[config.mk]
export PLATFORM = sky130hd
export DESIGN_NAME = rfc_frame_core
export DESIGN_NICKNAME = d
export VERILOG_FILES = /design/src/hdl/rfc_pkg.sv /design/src/hdl/rfc_frame_core.sv
export SDC_FILE = /design/constraint.sdc
export NUM_CORES = 1
export LEC_CHECK = 0
export ABC_AREA = 0
export BUFFER_PORTS_ARGS = -buffer_cell sky130_fd_sc_hd__buf_2
export CAP_MARGIN = 20
export CORE_MARGIN = 4
export CORE_UTILIZATION = 55
export DETAILED_ROUTE_END_ITERATION = 7
export GPL_ROUTABILITY_DRIVEN = 0
export GPL_TIMING_DRIVEN = 0
export PLACE_DENSITY = 0.75
export SKIP_LAST_GASP = 1
export SLEW_MARGIN = 40
export SYNTH_ARGS = -nofsm -noshare
export SYNTH_HDL_FRONTEND = slang
export SYNTH_SLANG_ARGS = --single-unit
[constraint.sdc]
create_clock -name clk -period 4.95 [get_ports clk]
set_input_delay 0.2475 -clock clk [delete_from_list [all_inputs] [get_ports clk]]
set_output_delay 0.2475 -clock clk [all_outputs]
set_load 0.01 [all_outputs]
[src/hdl/rfc_pkg.sv]
// rfc_pkg: shared types, constants and the crc byte update for the response frame checker
// no dependencies; imported by every module of the block
package rfc_pkg;

    // frame buffer size in bytes; a byte arriving on a full buffer restarts the frame
    localparam int BUFFER_BYTES = 128;

    localparam int BYTE_W        = 8;
    localparam int STATUS_W      = 3;
    localparam int FRAME_LEN_W   = 8;
    localparam int CRC_W         = 16;
    localparam int PREFIX_LEN    = 4;
    localparam int COUNT_MIN_W   = $clog2(BUFFER_BYTES + 1);
    // byte counter wide enough for the buffer depth and for the reported length
    localparam int LEN_W         = (COUNT_MIN_W > FRAME_LEN_W) ? COUNT_MIN_W : FRAME_LEN_W;
    localparam int OUT_TDATA_W   = ((STATUS_W + FRAME_LEN_W + 7) / 8) * 8;

    localparam logic [CRC_W-1:0]  CRC_POLY    = 16'h1021;
    localparam logic [BYTE_W-1:0] CHAR_CR     = 8'h0D;
    localparam logic [BYTE_W-1:0] CHAR_LF     = 8'h0A;
    localparam logic [BYTE_W-1:0] CHAR_LPAREN = 8'h28;

    localparam logic [LEN_W-1:0] MIN_CRC_LEN    = LEN_W'(3);
    localparam logic [LEN_W-1:0] MIN_PREFIX_LEN = LEN_W'(7);
    localparam logic [LEN_W-1:0] ACK_FRAME_LEN  = LEN_W'(7);

    // "(NAK" and "?ACK" (first byte of the ack text is never compared)
    localparam logic [BYTE_W-1:0] NAK_TEXT [PREFIX_LEN] = '{8'h28, 8'h4E, 8'h41, 8'h4B};
    localparam logic [BYTE_W-1:0] ACK_TEXT [PREFIX_LEN] = '{8'h00, 8'h41, 8'h43, 8'h4B};

    typedef enum logic [STATUS_W-1:0] {
        STATUS_OK      = 3'd0,
        STATUS_CRC_ERR = 3'd1,
        STATUS_NAK     = 3'd2,
        STATUS_LEN_ERR = 3'd3,
        STATUS_NOT_ACK = 3'd4
    } status_t;

    // one received byte held in the input register
    typedef struct packed {
        logic              valid;
        logic [BYTE_W-1:0] data;
    } rfc_item_t;

    // crc-16 update by one byte, msb first
    function automatic logic [CRC_W-1:0] crc_feed(input logic [CRC_W-1:0] crc,
                                                  input logic [BYTE_W-1:0] b);
        logic [CRC_W-1:0] c;
        c = crc ^ {b, 8'h00};
        for (int i = 0; i < BYTE_W; i++)
        begin
            if (c[CRC_W-1])
                c = {c[CRC_W-2:0], 1'b0} ^ CRC_POLY;
            else
                c = {c[CRC_W-2:0], 1'b0};
        end
        return c;
    endfunction

    // crc bytes that collide with framing characters are raised by one
    function automatic logic [BYTE_W-1:0] crc_adjust(input logic [BYTE_W-1:0] b);
        if (b == CHAR_LPAREN || b == CHAR_CR || b == CHAR_LF)
            return b + BYTE_W'(1);
        return b;
    endfunction

endpackage

[src/hdl/rfc_frame_core.sv]
// rfc_frame_core: frame state, crc check, status decision and result register
// depends on rfc_pkg (crc_feed, crc_adjust, prefix texts, status codes)
module rfc_frame_core (
    input  logic                            clk,
    input  logic                            rst_n,
    input  logic                            cfg_wen,
    input  logic                            cfg_wdata,
    input  rfc_pkg::rfc_item_t              item,
    output logic                            take,
    output logic                            m_axis_tvalid,
    input  logic                            m_axis_tready,
    output logic [rfc_pkg::OUT_TDATA_W-1:0] m_axis_tdata
);
    import rfc_pkg::*;

    logic                   response_kind_reg;
    logic [CRC_W-1:0]       crc_reg,    crc_next;
    logic [BYTE_W-1:0]      older_reg,  older_next;
    logic [BYTE_W-1:0]      newer_reg,  newer_next;
    logic [LEN_W-1:0]       count_reg,  count_next;
    logic                   nak_reg,    nak_next;
    logic                   ack_reg,    ack_next;
    logic                   out_valid_reg;
    status_t                status_reg, status_next;
    logic [FRAME_LEN_W-1:0] len_reg;

    logic                   overflow;
    logic [CRC_W-1:0]       crc_eff;
    logic [BYTE_W-1:0]      older_eff;
    logic [BYTE_W-1:0]      newer_eff;
    logic [LEN_W-1:0]       count_eff;
    logic                   nak_eff;
    logic                   ack_eff;
    logic                   in_prefix;
    logic                   is_cr;
    logic [LEN_W-1:0]       frame_len;
    logic                   crc_ok;
    logic                   long_enough;

    // data bytes always move on; a carriage return waits for a free or emptying result slot
    assign take  = item.valid && (!is_cr || !out_valid_reg || m_axis_tready);
    assign is_cr = (item.data == CHAR_CR);

    // full buffer restarts the frame before this byte
    always_comb
    begin
        overflow  = (count_reg >= LEN_W'(BUFFER_BYTES));
        crc_eff   = overflow ? '0 : crc_reg;
        older_eff = overflow ? '0 : older_reg;
        newer_eff = overflow ? '0 : newer_reg;
        count_eff = overflow ? '0 : count_reg;
        nak_eff   = overflow ? 1'b1 : nak_reg;
        ack_eff   = overflow ? 1'b1 : ack_reg;
    end

    // prefix tracking on the first four bytes
    always_comb
    begin
        in_prefix = (count_eff < LEN_W'(PREFIX_LEN));
        nak_next  = nak_eff;
        ack_next  = ack_eff;
        if (in_prefix && item.data != NAK_TEXT[count_eff[1:0]])
            nak_next = 1'b0;
        if (in_prefix && count_eff != '0 && item.data != ACK_TEXT[count_eff[1:0]])
            ack_next = 1'b0;
    end

    // crc compare and status for a frame ending on this byte
    always_comb
    begin
        frame_len   = count_eff + LEN_W'(1);
        long_enough = (frame_len >= MIN_PREFIX_LEN);
        crc_ok      = (frame_len >= MIN_CRC_LEN)
                      && (crc_adjust(crc_eff[CRC_W-1:BYTE_W]) == older_eff)
                      && (crc_adjust(crc_eff[BYTE_W-1:0]) == newer_eff);
        if (!response_kind_reg)
        begin
            if (!crc_ok)
                status_next = STATUS_CRC_ERR;
            else if (long_enough && nak_next)
                status_next = STATUS_NAK;
            else
                status_next = STATUS_OK;
        end
        else
        begin
            if (frame_len != ACK_FRAME_LEN)
                status_next = STATUS_LEN_ERR;
            else if (!crc_ok)
                status_next = STATUS_CRC_ERR;
            else if (ack_next)
                status_next = STATUS_OK;
            else
                status_next = STATUS_NOT_ACK;
        end
    end

    // next frame state: the two newest bytes wait out of the crc
    always_comb
    begin
        crc_next   = crc_eff;
        older_next = newer_eff;
        newer_next = item.data;
        count_next = count_eff + LEN_W'(1);
        if (count_eff >= LEN_W'(2))
            crc_next = crc_feed(crc_eff, older_eff);
    end

    // frame state registers
    always_ff @(posedge clk or negedge rst_n)
    begin
        if (!rst_n)
        begin
            crc_reg   <= '0;
            older_reg <= '0;
            newer_reg <= '0;
            count_reg <= '0;
            nak_reg   <= 1'b1;
            ack_reg   <= 1'b1;
        end
        else if (take)
        begin
            if (is_cr)
            begin
                crc_reg   <= '0;
                older_reg <= '0;
                newer_reg <= '0;
                count_reg <= '0;
                nak_reg   <= 1'b1;
                ack_reg   <= 1'b1;
            end
            else
            begin
                crc_reg   <= crc_next;
                older_reg <= older_next;
                newer_reg <= newer_next;
                count_reg <= count_next;
                nak_reg   <= nak_next;
                ack_reg   <= ack_next;
            end
        end
    end

    // configuration register
    always_ff @(posedge clk or negedge rst_n)
    begin
        if (!rst_n)
            response_kind_reg <= 1'b0;
        else if (cfg_wen)
            response_kind_reg <= cfg_wdata;
    end

    // result register valid
    always_ff @(posedge clk or negedge rst_n)
    begin
        if (!rst_n)
            out_valid_reg <= 1'b0;
        else if (take && is_cr)
            out_valid_reg <= 1'b1;
        else if (m_axis_tready)
            out_valid_reg <= 1'b0;
    end

    // result payload
    always_ff @(posedge clk)
    begin
        if (take && is_cr)
        begin
            status_reg <= status_next;
            len_reg    <= frame_len[FRAME_LEN_W-1:0];
        end
    end

    assign m_axis_tvalid = out_valid_reg;
    assign m_axis_tdata  = OUT_TDATA_W'({len_reg, status_reg});

endmodule

# Word-level counts from Yosys, hierarchy flattened

Cells that the tools add are included.

$mul: 0
Divide/modulo/power cells: 0
$lt $le $gt $ge: 6
$add $sub $neg: 3
Muxes and demuxes: 50
Reductions and logical operators: 18
Equal/unequal tests: 12
Bitwise operators: 10
Shift-type cells: 0

Operators by type and width:

| operator                                                                             | count |
|---|---|
| 16-bit two-way mux                                                                   | 10 |
| 8-bit two-way mux                                                                    | 14 |
| 13-bit two-way mux                                                                   | 8 |
| 8-bit by 4-bit == test with 1-bit output (second input constant)                     | 5 |
| 8-bit binary-select mux with 2-bit select                                            | 2 |
| 8-bit by 1-bit adder with 8-bit output (second input constant)                       | 3 |
| 3-bit NOT                                                                            | 8 |
| 8-bit by 6-bit == test with 1-bit output (second input constant)                     | 2 |
| 8-bit == test                                                                        | 2 |
| 8-bit by 2-bit greater-or-equal comparator with 1-bit output (second input constant) | 2 |
| 8-bit inequality test                                                                | 2 |
| 16-bit bitwise XOR                                                                   | 1 |
| 3-bit two-way mux                                                                    | 4 |
| 1-bit two-way mux                                                                    | 10 |
| 8-bit by 3-bit greater-or-equal comparator with 1-bit output (second input constant) | 1 |
| 8-bit greater-or-equal comparator (second input constant)                            | 1 |
| 1-bit logical AND                                                                    | 8 |
| 8-bit by 3-bit < comparator with 1-bit output (second input constant)                | 1 |
| 8-bit by 3-bit inequality test with 1-bit output (second input constant)             | 1 |
| 8-bit nonzero test                                                                   | 1 |
| 1-bit logical OR                                                                     | 6 |
| 2-bit two-way mux                                                                    | 2 |
| 3-bit greater-or-equal comparator (second input constant)                            | 1 |
| 2-bit NOT with 3-bit output                                                          | 1 |
| 2 further kinds                                                                      | 3 |

Bits in writable memories: 0
Latch bits: 0
Input port bits: 14
Bits in read-only memories: 0
Word-level logic and storage cells: 109
Register bits: 55
Memories: 0

# Longest topological paths before layout

Gate-level depths: netlist of run 1.

Depth in word-level cells: 28
Gate-level depth with buffers: 10

# Worst setup path before layout of run 1

No wires, ideal clock.

Path kind: flip-flop to flip-flop
Start: reg count_reg[7]
End: reg status_reg[0], data pin
Setup time: 0.261 ns
Clock period less this slack: 2.369 ns
Arrival time: 2.108 ns
Data required time: 4.689 ns
Cell stages (with the launch flop): 9
Path slack: 2.581 ns
Cells stage by stage: dfrtp_1 buf_2 nor2b_1 ha_1 nand3_1 xor2_1 a21oi_1 or3_1 a221o_1

Longest elaborated chain between the ends: 13

Ends and longest elaborated chain:

| what                                                                       | RTL line              | RTL |
|---|---|---|
| start, declared                                                            | rfc_frame_core.sv:20  | `logic [LEN_W-1:0] count_reg, count_next;` |
| start signal, assigned                                                     | rfc_frame_core.sv:137 | `count_reg <= count_next;` |
| branches (longest 12 deep; another with 8-bit greater-or-equal comparator) | n/a                   |  |
| 3-bit two-way mux (*)                                                      | rfc_frame_core.sv:76  | `if (!response_kind_reg)` |
| named net status_next[0]                                                   | rfc_frame_core.sv:24  | `status_t status_reg, status_next;` |
| end signal, assigned                                                       | rfc_frame_core.sv:169 | `status_reg <= status_next;` |
| end, declared                                                              | rfc_frame_core.sv:24  |  |

Mark *: on every way through the listed nets, which the timed path passes. The select of a mux whose other input is x is not followed.
A chain may end at the register's enable or synchronous reset.

# Worst setup path in the final report of run 1

Same ends and word-level chain as after synthesis.

==> results of run 1 <==
## area by class of cell
cell class,instances,area [um2],share of cell area (%)
clock inverter,3,38.8,1.16
inverter,7,26.3,0.788
multi-input combinational,210,1460,43.7
buffer,13,83.8,2.51
sequential,55,1430,43.0
tap,70,87.6,2.63
timing repair buffer,26,138,4.13
clock buffer,5,68.8,2.06
## per-stage QoR
step	setup slack, ns	hold WS (ns)	total power, mW	util, %	instance area [um2]
after global placement	2.26	0.453	1.41	62.2	3220
after floorplan	2.58	-0.0481	1.26	-	3000
after CTS	2.21	0.157	1.73	64.5	3340
final	2.14	0.160	1.73	64.5	3340
after detailed placement	2.24	0.277	1.43	62.2	3220
after global routing	1.97	0.166	1.84	64.5	3340
## critical path, stage by stage (launching register included)
cell and delay (ns):
dfrtp_1 0.39, buf_2 0.21, nor2b_1 0.38, ha_1 0.39, nand3_1 0.14, xor2_1 0.20
a21oi_1 0.13, or3_1 0.37, a221o_1 0.35
## power by group through the flow
stage | logic (mW) | clock network, mW | registers (mW)
5_1_grt | 0.794 | 0.318 | 0.731
3_5_place_dp | 0.710 | 0 | 0.721
4_1_cts | 0.716 | 0.301 | 0.712
6_report | 0.718 | 0.297 | 0.717
2_1_floorplan | 0.578 | 0 | 0.681
3_3_place_gp | 0.694 | 0 | 0.714
## metal layers
metal	track usage, %	share of wire, %	vias up
li1	-	-	1066
met2	34.2	48	85
met1	31.4	46	1104
met5	0	0	-
met3	3.40	5.7	10
met4	4.82	0.85	0
## how the worst max path moves through the flow
stage,from,end,slack [ns],depth (start not counted)
detailed placement,count_reg[7],status_reg[0],2.24,8
global route,count_reg[7],status_reg[0],1.97,8
floorplan,count_reg[7],status_reg[0],2.58,8
CTS,count_reg[7],status_reg[0],2.21,8
global placement,count_reg[7],status_reg[0],2.26,7
finish,count_reg[7],status_reg[0],2.14,8
## cell usage in the layout (no fill, tap or decap), types with 11 or more instances in the layout
master and count:
buf_2 28, dfrtp_1 42, edfxtp_1 11, nor2_1 17, xor2_1 17, xnor2_1 29, a22o_2 13, nand2_1 35
o21ai_0 18
## logic make-up (layout without fill, tap and decap cells)
family          Yosys count  after routing  share of synthesized area (%)
simple gates             89             89                           15.2
compound gates           64             64                           17.1
flops                    55             55                           48.0
xor+xnor                 46             46                           13.5
buf+inv                  20             54                           3.69
fa+ha+maj                 4              4                           1.68
mux                       2              2                          0.712
other cells               1              5                          0.126
## what timing repair did
item / in CTS / in global routing
hold buffers: 1 / 0
buffers inserted: 0 / 0
hold endpoints to repair: 42 / 0
==> impl_metrics.toml, run 1 <==
[run_status]
status = "finished, final reports clean"

[drt]
drc_errors = 0
drt-initial-drc-count = 223
wl_per_cell_um = 17.2
via_count = 2265
vias_per_cell = 5.82
dr.pass1.iters = 6
wirelength_um = 6700
ant_nets = 0

[yosys]
netlist.area_leader.share_pct = 35.2
yosys-top-cells-area = "dfrtp_1 (35%), edfxtp_1 (11%), xnor2_1 (8.5%), xor2_1 (5.0%), nand2_1 (4.4%)"
syn_area_um2 = 2990
yosys_register_bits = 55
synthFlopType = "dfrtp_1"
async_flop_share_pct = 80.0
avgSynthCellArea_um2 = 10.6
ys_seq_area_share_pct = 48.0
yosysTopAreaCell = "dfrtp_1"
synth_commonest_cells = "dfrtp_1 (42), nand2_1 (35), xnor2_1 (29)"
synth.most_common_cell = "dfrtp_1"
yosys_warnings = 0
synth_edf_count = 11
syn_inst = 281
ys_types = 56

[critical_path]
regToRegEndpoint = "status_reg[0]"
end_kind = "register"
cp_max_fo = 10
critPathKind = "reg2reg"
rrSetupSlack_ns = 2.14
cp.arrival_ns = 2.89
r2r-start = "count_reg[7]"
critPathLaunchType = "register"
worstPathRequired_ns = 5.02
r2r_cells = 8

[floorplan]
ios = 32
die_height_um = 81.7
coreArea_um2 = 5170
rows = 26
initial_core_util_pct = 57.8
die_w_um = 81.7
die-area_um2 = 6680

[cells_and_area]
largest_reg_flops = 16
fin_cells = 389
fill_cells = 424
diodes = 0
layout-drive-gt1-share_pct = 21.0
area_growth_pct = 11.6
nNetsFinal = 336

[pwr]
intPower_mw = 1.06
seqPwrFrac_pct = 41.4
leakage_nw = 1.46
irDropWorstVdd_v = 0.000276
comb_power_share_pct = 41.4
switching_share_pct = 38.6
power_frac_clock_pct = 17.2
power.density_nw_per_um2 = 519
p_sw_mw = 0.669

[timing]
drv_slew = 0
setup_violations = 0
maxSlewHeadroom_pct = 60.0
period_share_pct = 56.8
timing.final.crit_period_ns = 2.81
max_freq_ghz = 0.355
worstMarginPinSlew_ns = 0.596
rsz0062_at_grt = "no"
tns_ns = 0
skew_ns = 0.0119
finalHoldViolations = 0

[worst_hold_path]
hold_start = "item[7]"
whs_path_depth = 3
hold_path_class = "in2reg"
holdPathEnd = "newer_reg[7]"

[clocking]
cts_resized = 0
cts.sinks = 55
cts_buffer_depth = 2
root_buffer = "clkbuf_8"
cts_tree = "yes"
insertion_delay_ns = 0.31
cts_buffers = 5
clk_pin_slew_ns = 0.10
cts_max_level = 2

[placed_design]
portBuffers = 25
dp_cells = 380
dpl.hpwl_um = 4820

[global_routing]
grt_overflow_total = 0
grt_usage_pct = 21.6
antenna_found_initial = 0
grt_max_degree = 45
grt_pass1_vias = 2209
grt_pass1_wl_um = 11100

[job]
drv_cap = 0
(Power assumes the default switching activity.)
==> run 2: changes to the inputs <==
- clock period: 4.95 -> 2.85 ns (I/O delays scaled with it)
==> run 2 against run 1 <==
  * Sequential power is 73% higher
  * Clock skew fell by 0.0032 ns
  * Total power increased by 74%
  * Sequential cell count did not move
  * Via count is 0.57% higher
  * Routed wire length decreased by 0.24%
  * Clock power increased by 73%
  * First-iteration DRC count fell by 3.6%
  * Sequential share of layout area decreased by 0.16 points
  * Critical endpoint unchanged
  * Utilization is 0.24 points higher
  * Die area stayed put
  * Largest power group unchanged
==> impl_metrics.toml, run 2 (synthesis gave the netlist of run 1 again) <==
[run_status]
status = "finished, final reports clean"

[critical_path]
cp.buffers_inverters = 1
cp_cell_sequence = "buf_2 -> and2b_1 -> ha_2 -> nand3_1 -> xor2_1 -> a21oi_1 -> or3_1 -> a221o_1"
max_stage_delay_ns = 0.39
cp.arrival_ns = 2.74
cp_top_family = "simple AND/OR/NAND/NOR gates"
cp_max_fo = 10
worstPathRequired_ns = 2.92
end_kind = "register"
critPathKind = "reg2reg"
slowest_stage = "dfrtp_1"
critPathLaunchType = "register"

[pwr]
leakage_nw = 1.47
irDropWorstVdd_v = 0.000482
power_frac_clock_pct = 17.0
switching_share_pct = 38.6
seqPwrFrac_pct = 41.2
intPower_mw = 1.85
p_sw_mw = 1.16
comb_power_share_pct = 41.7
power.density_nw_per_um2 = 902

[timing]
worstMarginPinSlew_ns = 0.595
max_freq_ghz = 0.374
setup_violations = 0
skew_ns = 0.00876
period_share_pct = 93.8
whs_ns = 0.0584
finalHoldViolations = 0
maxSlewHeadroom_pct = 60.1
rsz0062_at_grt = "no"
timing.final.crit_period_ns = 2.67
drv_slew = 0
tns_ns = 0
setup_ws_ns = 0.178

[clocking]
insertion_delay_ns = 0.31
cts_tree = "yes"
cts.sinks = 55
cts_max_level = 2
cts_buffer_depth = 2
cts_buffers = 5
clk_pin_slew_ns = 0.10
root_buffer = "clkbuf_8"
post_cts_buffers = 0

[drt]
wl_met1_um = 2970
met3_length_um = 420
via_count = 2278
wirelength_um = 6690
met2_length_um = 3220
dr.pass1.iters = 6
vias_per_cell = 5.86
wl_per_cell_um = 17.2
drt-initial-drc-count = 215
ant_nets = 0
top_layer_used = "met4"
drc_errors = 0

[cells_and_area]
ff_latch_area_um2 = 1430
fill_cells = 424
multiInputGateArea_um2 = 1470
utilization_pct = 64.7
area_growth_pct = 12.1
layout-drive-gt1-share_pct = 21.9
final_common_cell = "dfrtp_1"
nNetsFinal = 336
finalInstanceArea_um2 = 3350
diodes = 0
largest_reg_flops = 16
layout_common_cells = "dfrtp_1 (42), nand2_1 (35), buf_2 (28), xnor2_1 (28), o21ai_0 (18)"

[floorplan]
die_height_um = 81.7
initial_core_util_pct = 57.8
coreArea_um2 = 5170
rows = 26
die_w_um = 81.7
die-area_um2 = 6680
ios = 32

[worst_hold_path]
hold_path_class = "in2reg"

[global_routing]
grt_usage_pct = 21.6
grt_max_degree = 45
antenna_found_initial = 0
grt_pass1_wl_um = 11100
grt_pass1_vias = 2209
grt_overflow_total = 0

[placed_design]
dpl.hpwl_um = 4820
place_area_um2 = 3220
pre_cts_ws_ns = 0.135
portBuffers = 25

[job]
drv_cap = 0
-- run 2: cell counts in the layout (fill, tap and decap cells not counted) --
No cell type changed its count.
-- run 2: routing by layer --
layer	global-route usage [%]	up-vias
met1	31.4	1114
met2	34.2	83
met3	3.40	14
li1	-	1067
met4	4.82	0
met5	0	-
-- run 2: path summary, 6_finish.rpt --
check                           cells past startpoint  slack (ns)            end          from
worst max-delay path                                8        0.18  status_reg[0]  count_reg[7]
worst min-delay path                                3        0.06   newer_reg[7]       item[7]
worst max register to register                      8        0.18  status_reg[0]  count_reg[7]
worst min register to register                      1        0.54   older_reg[6]  older_reg[6]
max in group asynchronous                           2        2.11        nak_reg         rst_n
min in group asynchronous                           2        0.36     crc_reg[1]         rst_n
-- run 2: area by class of cell --
| type | count | area share (%) |
|---|---|---|
| flip-flops and latches | 55 | 42.8 |
| clock inverters | 3 | 1.16 |
| clock buffers | 5 | 2.06 |
| inverters | 7 | 0.785 |
| multi-input cells | 210 | 43.9 |
| plain buffers | 13 | 2.50 |
| well taps | 70 | 2.62 |
| repair buffers | 26 | 4.11 |
-- run 2: power groups by stage --
stage | Clock (mW) | Combinational (mW) | Sequential, mW
global route | 0.553 | 1.39 | 1.27
global placement | 0 | 1.21 | 1.24
finish | 0.514 | 1.26 | 1.24
CTS | 0.523 | 1.24 | 1.24
detailed placement | 0 | 1.23 | 1.25
floorplan | 0 | 1.00 | 1.18
-- run 2: tightest hold or removal path, cell delays in order --
cell and delay, ns:
buf_2 0.10, nand2_1 0.05, nand2_1 0.05
-- run 2: metrics by stage --
step / instances / total power, mW
6_report: 389 / 3.02
3_5_place_dp: 380 / 2.49
2_1_floorplan: 285 / 2.19
3_3_place_gp: 380 / 2.45
4_1_cts: 389 / 3.00
5_1_grt: 389 / 3.21
-- run 2: what timing repair did --
| action | CTS | global route |
|---|---|---|
| hold endpoints to repair | 42 | 0 |
| endpoints found under the setup margin | 0 | 3 |
| resized for setup | 0 | 3 |
| hold buffers | 1 | 0 |
==> run 3: changes to the inputs <==
- ABC_AREA: 0 -> 1
- ABC_CLOCK_PERIOD_IN_PS: default -> 2850
==> run 3 against run 2 <==
  * Cell count up 44%
  * Critical path type unchanged
  * Sequential share of layout area down 5.1 points
  * Non-clock buffer count up 5
  * First-iteration DRC count up 53%
  * Highest routed layer unchanged
  * Area after synthesis up 15%
==> impl_metrics.toml, run 3 <==
[run_status]
status = "finished, final reports clean"

[clocking]
root_buffer = "clkbuf_8"
hold_buffers = 1
cts_buffer_depth = 2
cts_buffers = 5
cts_tree = "yes"
cts.sinks = 55
cts_max_level = 2
cts_resized = 0
clk_pin_slew_ns = 0.10
post_cts_buffers = 0
insertion_delay_ns = 0.31

[critical_path]
end_kind = "register"
cp_cell_sequence = "buf_6 -> inv_8 -> buf_4 -> nand2_1 -> inv_1 -> ha_1 -> nand2_2 -> nor2_4 -> nand2_1 -> nand2_1 -> nand2_1 -> nor2_1 -> nand2_1 -> inv_1 -> nand2_1 -> nand4_1 -> nand2_1"
max_stage_delay_ns = 0.39
slowest_stage = "dfrtp_1"
cp.arrival_ns = 2.68
critPathLaunchType = "register"
worstPathRequired_ns = 2.93
cpMostUsedCell = "nand2_1"
critPathKind = "reg2reg"
cp_max_fo = 10

[timing]
skew_ns = 0.0107
setup_violations = 0
timing.final.crit_period_ns = 2.60
drv_slew = 0
rsz0062_at_grt = "no"
tns_ns = 0
maxSlewHeadroom_pct = 60.0
whs_ns = 0.0269
max_freq_ghz = 0.385
worstMarginPinSlew_ns = 0.601
finalHoldViolations = 0
period_share_pct = 91.2

[pwr]
p_sw_mw = 1.53
irDropWorstVdd_v = 0.000456
switching_share_pct = 45.0
seqPwrFrac_pct = 34.2
power_frac_clock_pct = 15.6
comb_power_share_pct = 50.1
leakage_nw = 1.87
intPower_mw = 1.87
power.density_nw_per_um2 = 894

[yosys]
yosys-top-cells-area = "dfrtp_1 (31%), nand2_1 (11%), edfxtp_1 (9.6%), inv_1 (6.5%), nor2_1 (5.6%)"
synth_fa_ha_area_share_pct = 1.46
yosys.area_share.simple_pct = 27.1
async_flop_share_pct = 80.0
synth.most_common_cell = "nand2_1"
synthFlopType = "dfrtp_1"
ys_seq_area_share_pct = 41.8
synth_top_family_by_area = "simple AND/OR/NAND/NOR gates"
yosys_register_bits = 55
synth_commonest_cells = "nand2_1 (100), inv_1 (59), nor2_1 (51)"
yosys_warnings = 0
synth_compound_area_share_pct = 14.7
ys_types = 42
syn_inst = 446
synth_mux_area_share_pct = 0
syn_area_um2 = 3430
avgSynthCellArea_um2 = 7.69
netlist.area_leader.share_pct = 30.6
synth_xor_area_share_pct = 3.83
synth_edf_count = 11
yosysTopAreaCell = "dfrtp_1"

[cells_and_area]
area_growth_pct = 10.6
largest_reg_flops = 16
final_common_cell = "nand2_1"
nNetsFinal = 502
layout-drive-gt1-share_pct = 16.3
diodes = 0
layout_common_cells = "nand2_1 (100), inv_1 (59), nor2_1 (50)"

[floorplan]
die_height_um = 87.0
die-area_um2 = 7570
rows = 28
ios = 32
coreArea_um2 = 5990
initial_core_util_pct = 57.3
die_w_um = 87.0

[placed_design]
dpl.hpwl_um = 6320
portBuffers = 26

[drt]
ant_nets = 0
wirelength_um = 8560
drc_errors = 0
wl_per_cell_um = 15.3
drt-initial-drc-count = 329
dr.pass1.iters = 5
via_count = 3101
vias_per_cell = 5.54

[global_routing]
antenna_found_initial = 0
grt_usage_pct = 24.3
grt_overflow_total = 0
grt_pass1_wl_um = 14300
grt_pass1_vias = 2960
grt_max_degree = 45

[worst_hold_path]
hold_path_class = "in2reg"

[job]
drv_cap = 0
run 3: power groups by stage:
stage	sequential (mW)	combinational, mW	clock (mW)
after floorplan	1.14	1.32	0
after global placement	1.17	1.62	0
after detailed placement	1.18	1.65	0
after CTS	1.16	1.67	0.536
after global routing	1.19	1.92	0.565
final	1.16	1.70	0.531
run 3: kinds of logic (layout without fill, tap and decap cells):
group / after synthesis / in the layout
adders and majority gates: 4 / 4
other: 1 / 5
and+or+nand+nor: 206 / 206
AOI/OAI and AO/OA: 84 / 84
xor gates and xnor gates: 15 / 15
DFF: 55 / 55
buffers and inverters: 81 / 116
run 3: worst max-delay path: cells and delay by family, from the launching register on:
family / cells / cell delay [ns]
simple gates: 11 / 1.02
flops: 1 / 0.39
buf+inv: 5 / 0.69
fa+ha+maj: 1 / 0.25
run 3: final timing paths:
path	start	to	slack [ns]	depth (start not counted)
worst max-delay path	count_reg[7]	status_reg[1]	0.25	17
worst min-delay path	m_axis_tready	m_axis_tvalid	0.03	2
worst max register to register	count_reg[7]	status_reg[1]	0.25	17
worst min register to register	newer_reg[5]	newer_reg[5]	0.51	2
max in group asynchronous	rst_n	older_reg[7]	2.09	2
min in group asynchronous	rst_n	older_reg[5]	0.36	2
run 3: layout make-up:
class / count / area [um2]
Clock inverter: 2 / 38.8
Tap cell: 75 / 93.8
Inverter: 64 / 248
Multi-Input combinational cell: 314 / 1640
Fill cell: 527 / 2190
Buffer: 17 / 130
Sequential cell: 55 / 1430
Timing Repair Buffer: 27 / 143
Clock buffer: 6 / 72.6
run 3: per-stage QoR:
stage                     setup WS, ns  area, um2  util, %  total power, mW  instances
after floorplan                  0.686       3450        -             2.46        450
after global placement           0.341       3670     61.3             2.79        551
after detailed placement         0.306       3670     61.3             2.83        551
after CTS                        0.280       3790     63.3             3.36        560
after global routing            0.0530       3800     63.4             3.67        560
final                            0.251       3800     63.4             3.39        560
run 3: layer usage:
metal  GRT usage (%)  up-vias  wire length [um]  part of all wire, %
li1                -     1517                 -                    -
met1            34.4     1432              3730                   44
met3            3.50        9               733                  8.6
met4            7.22        0                97                  1.1
met2            38.5      143              4000                   47
met5               0        -                 0                    0
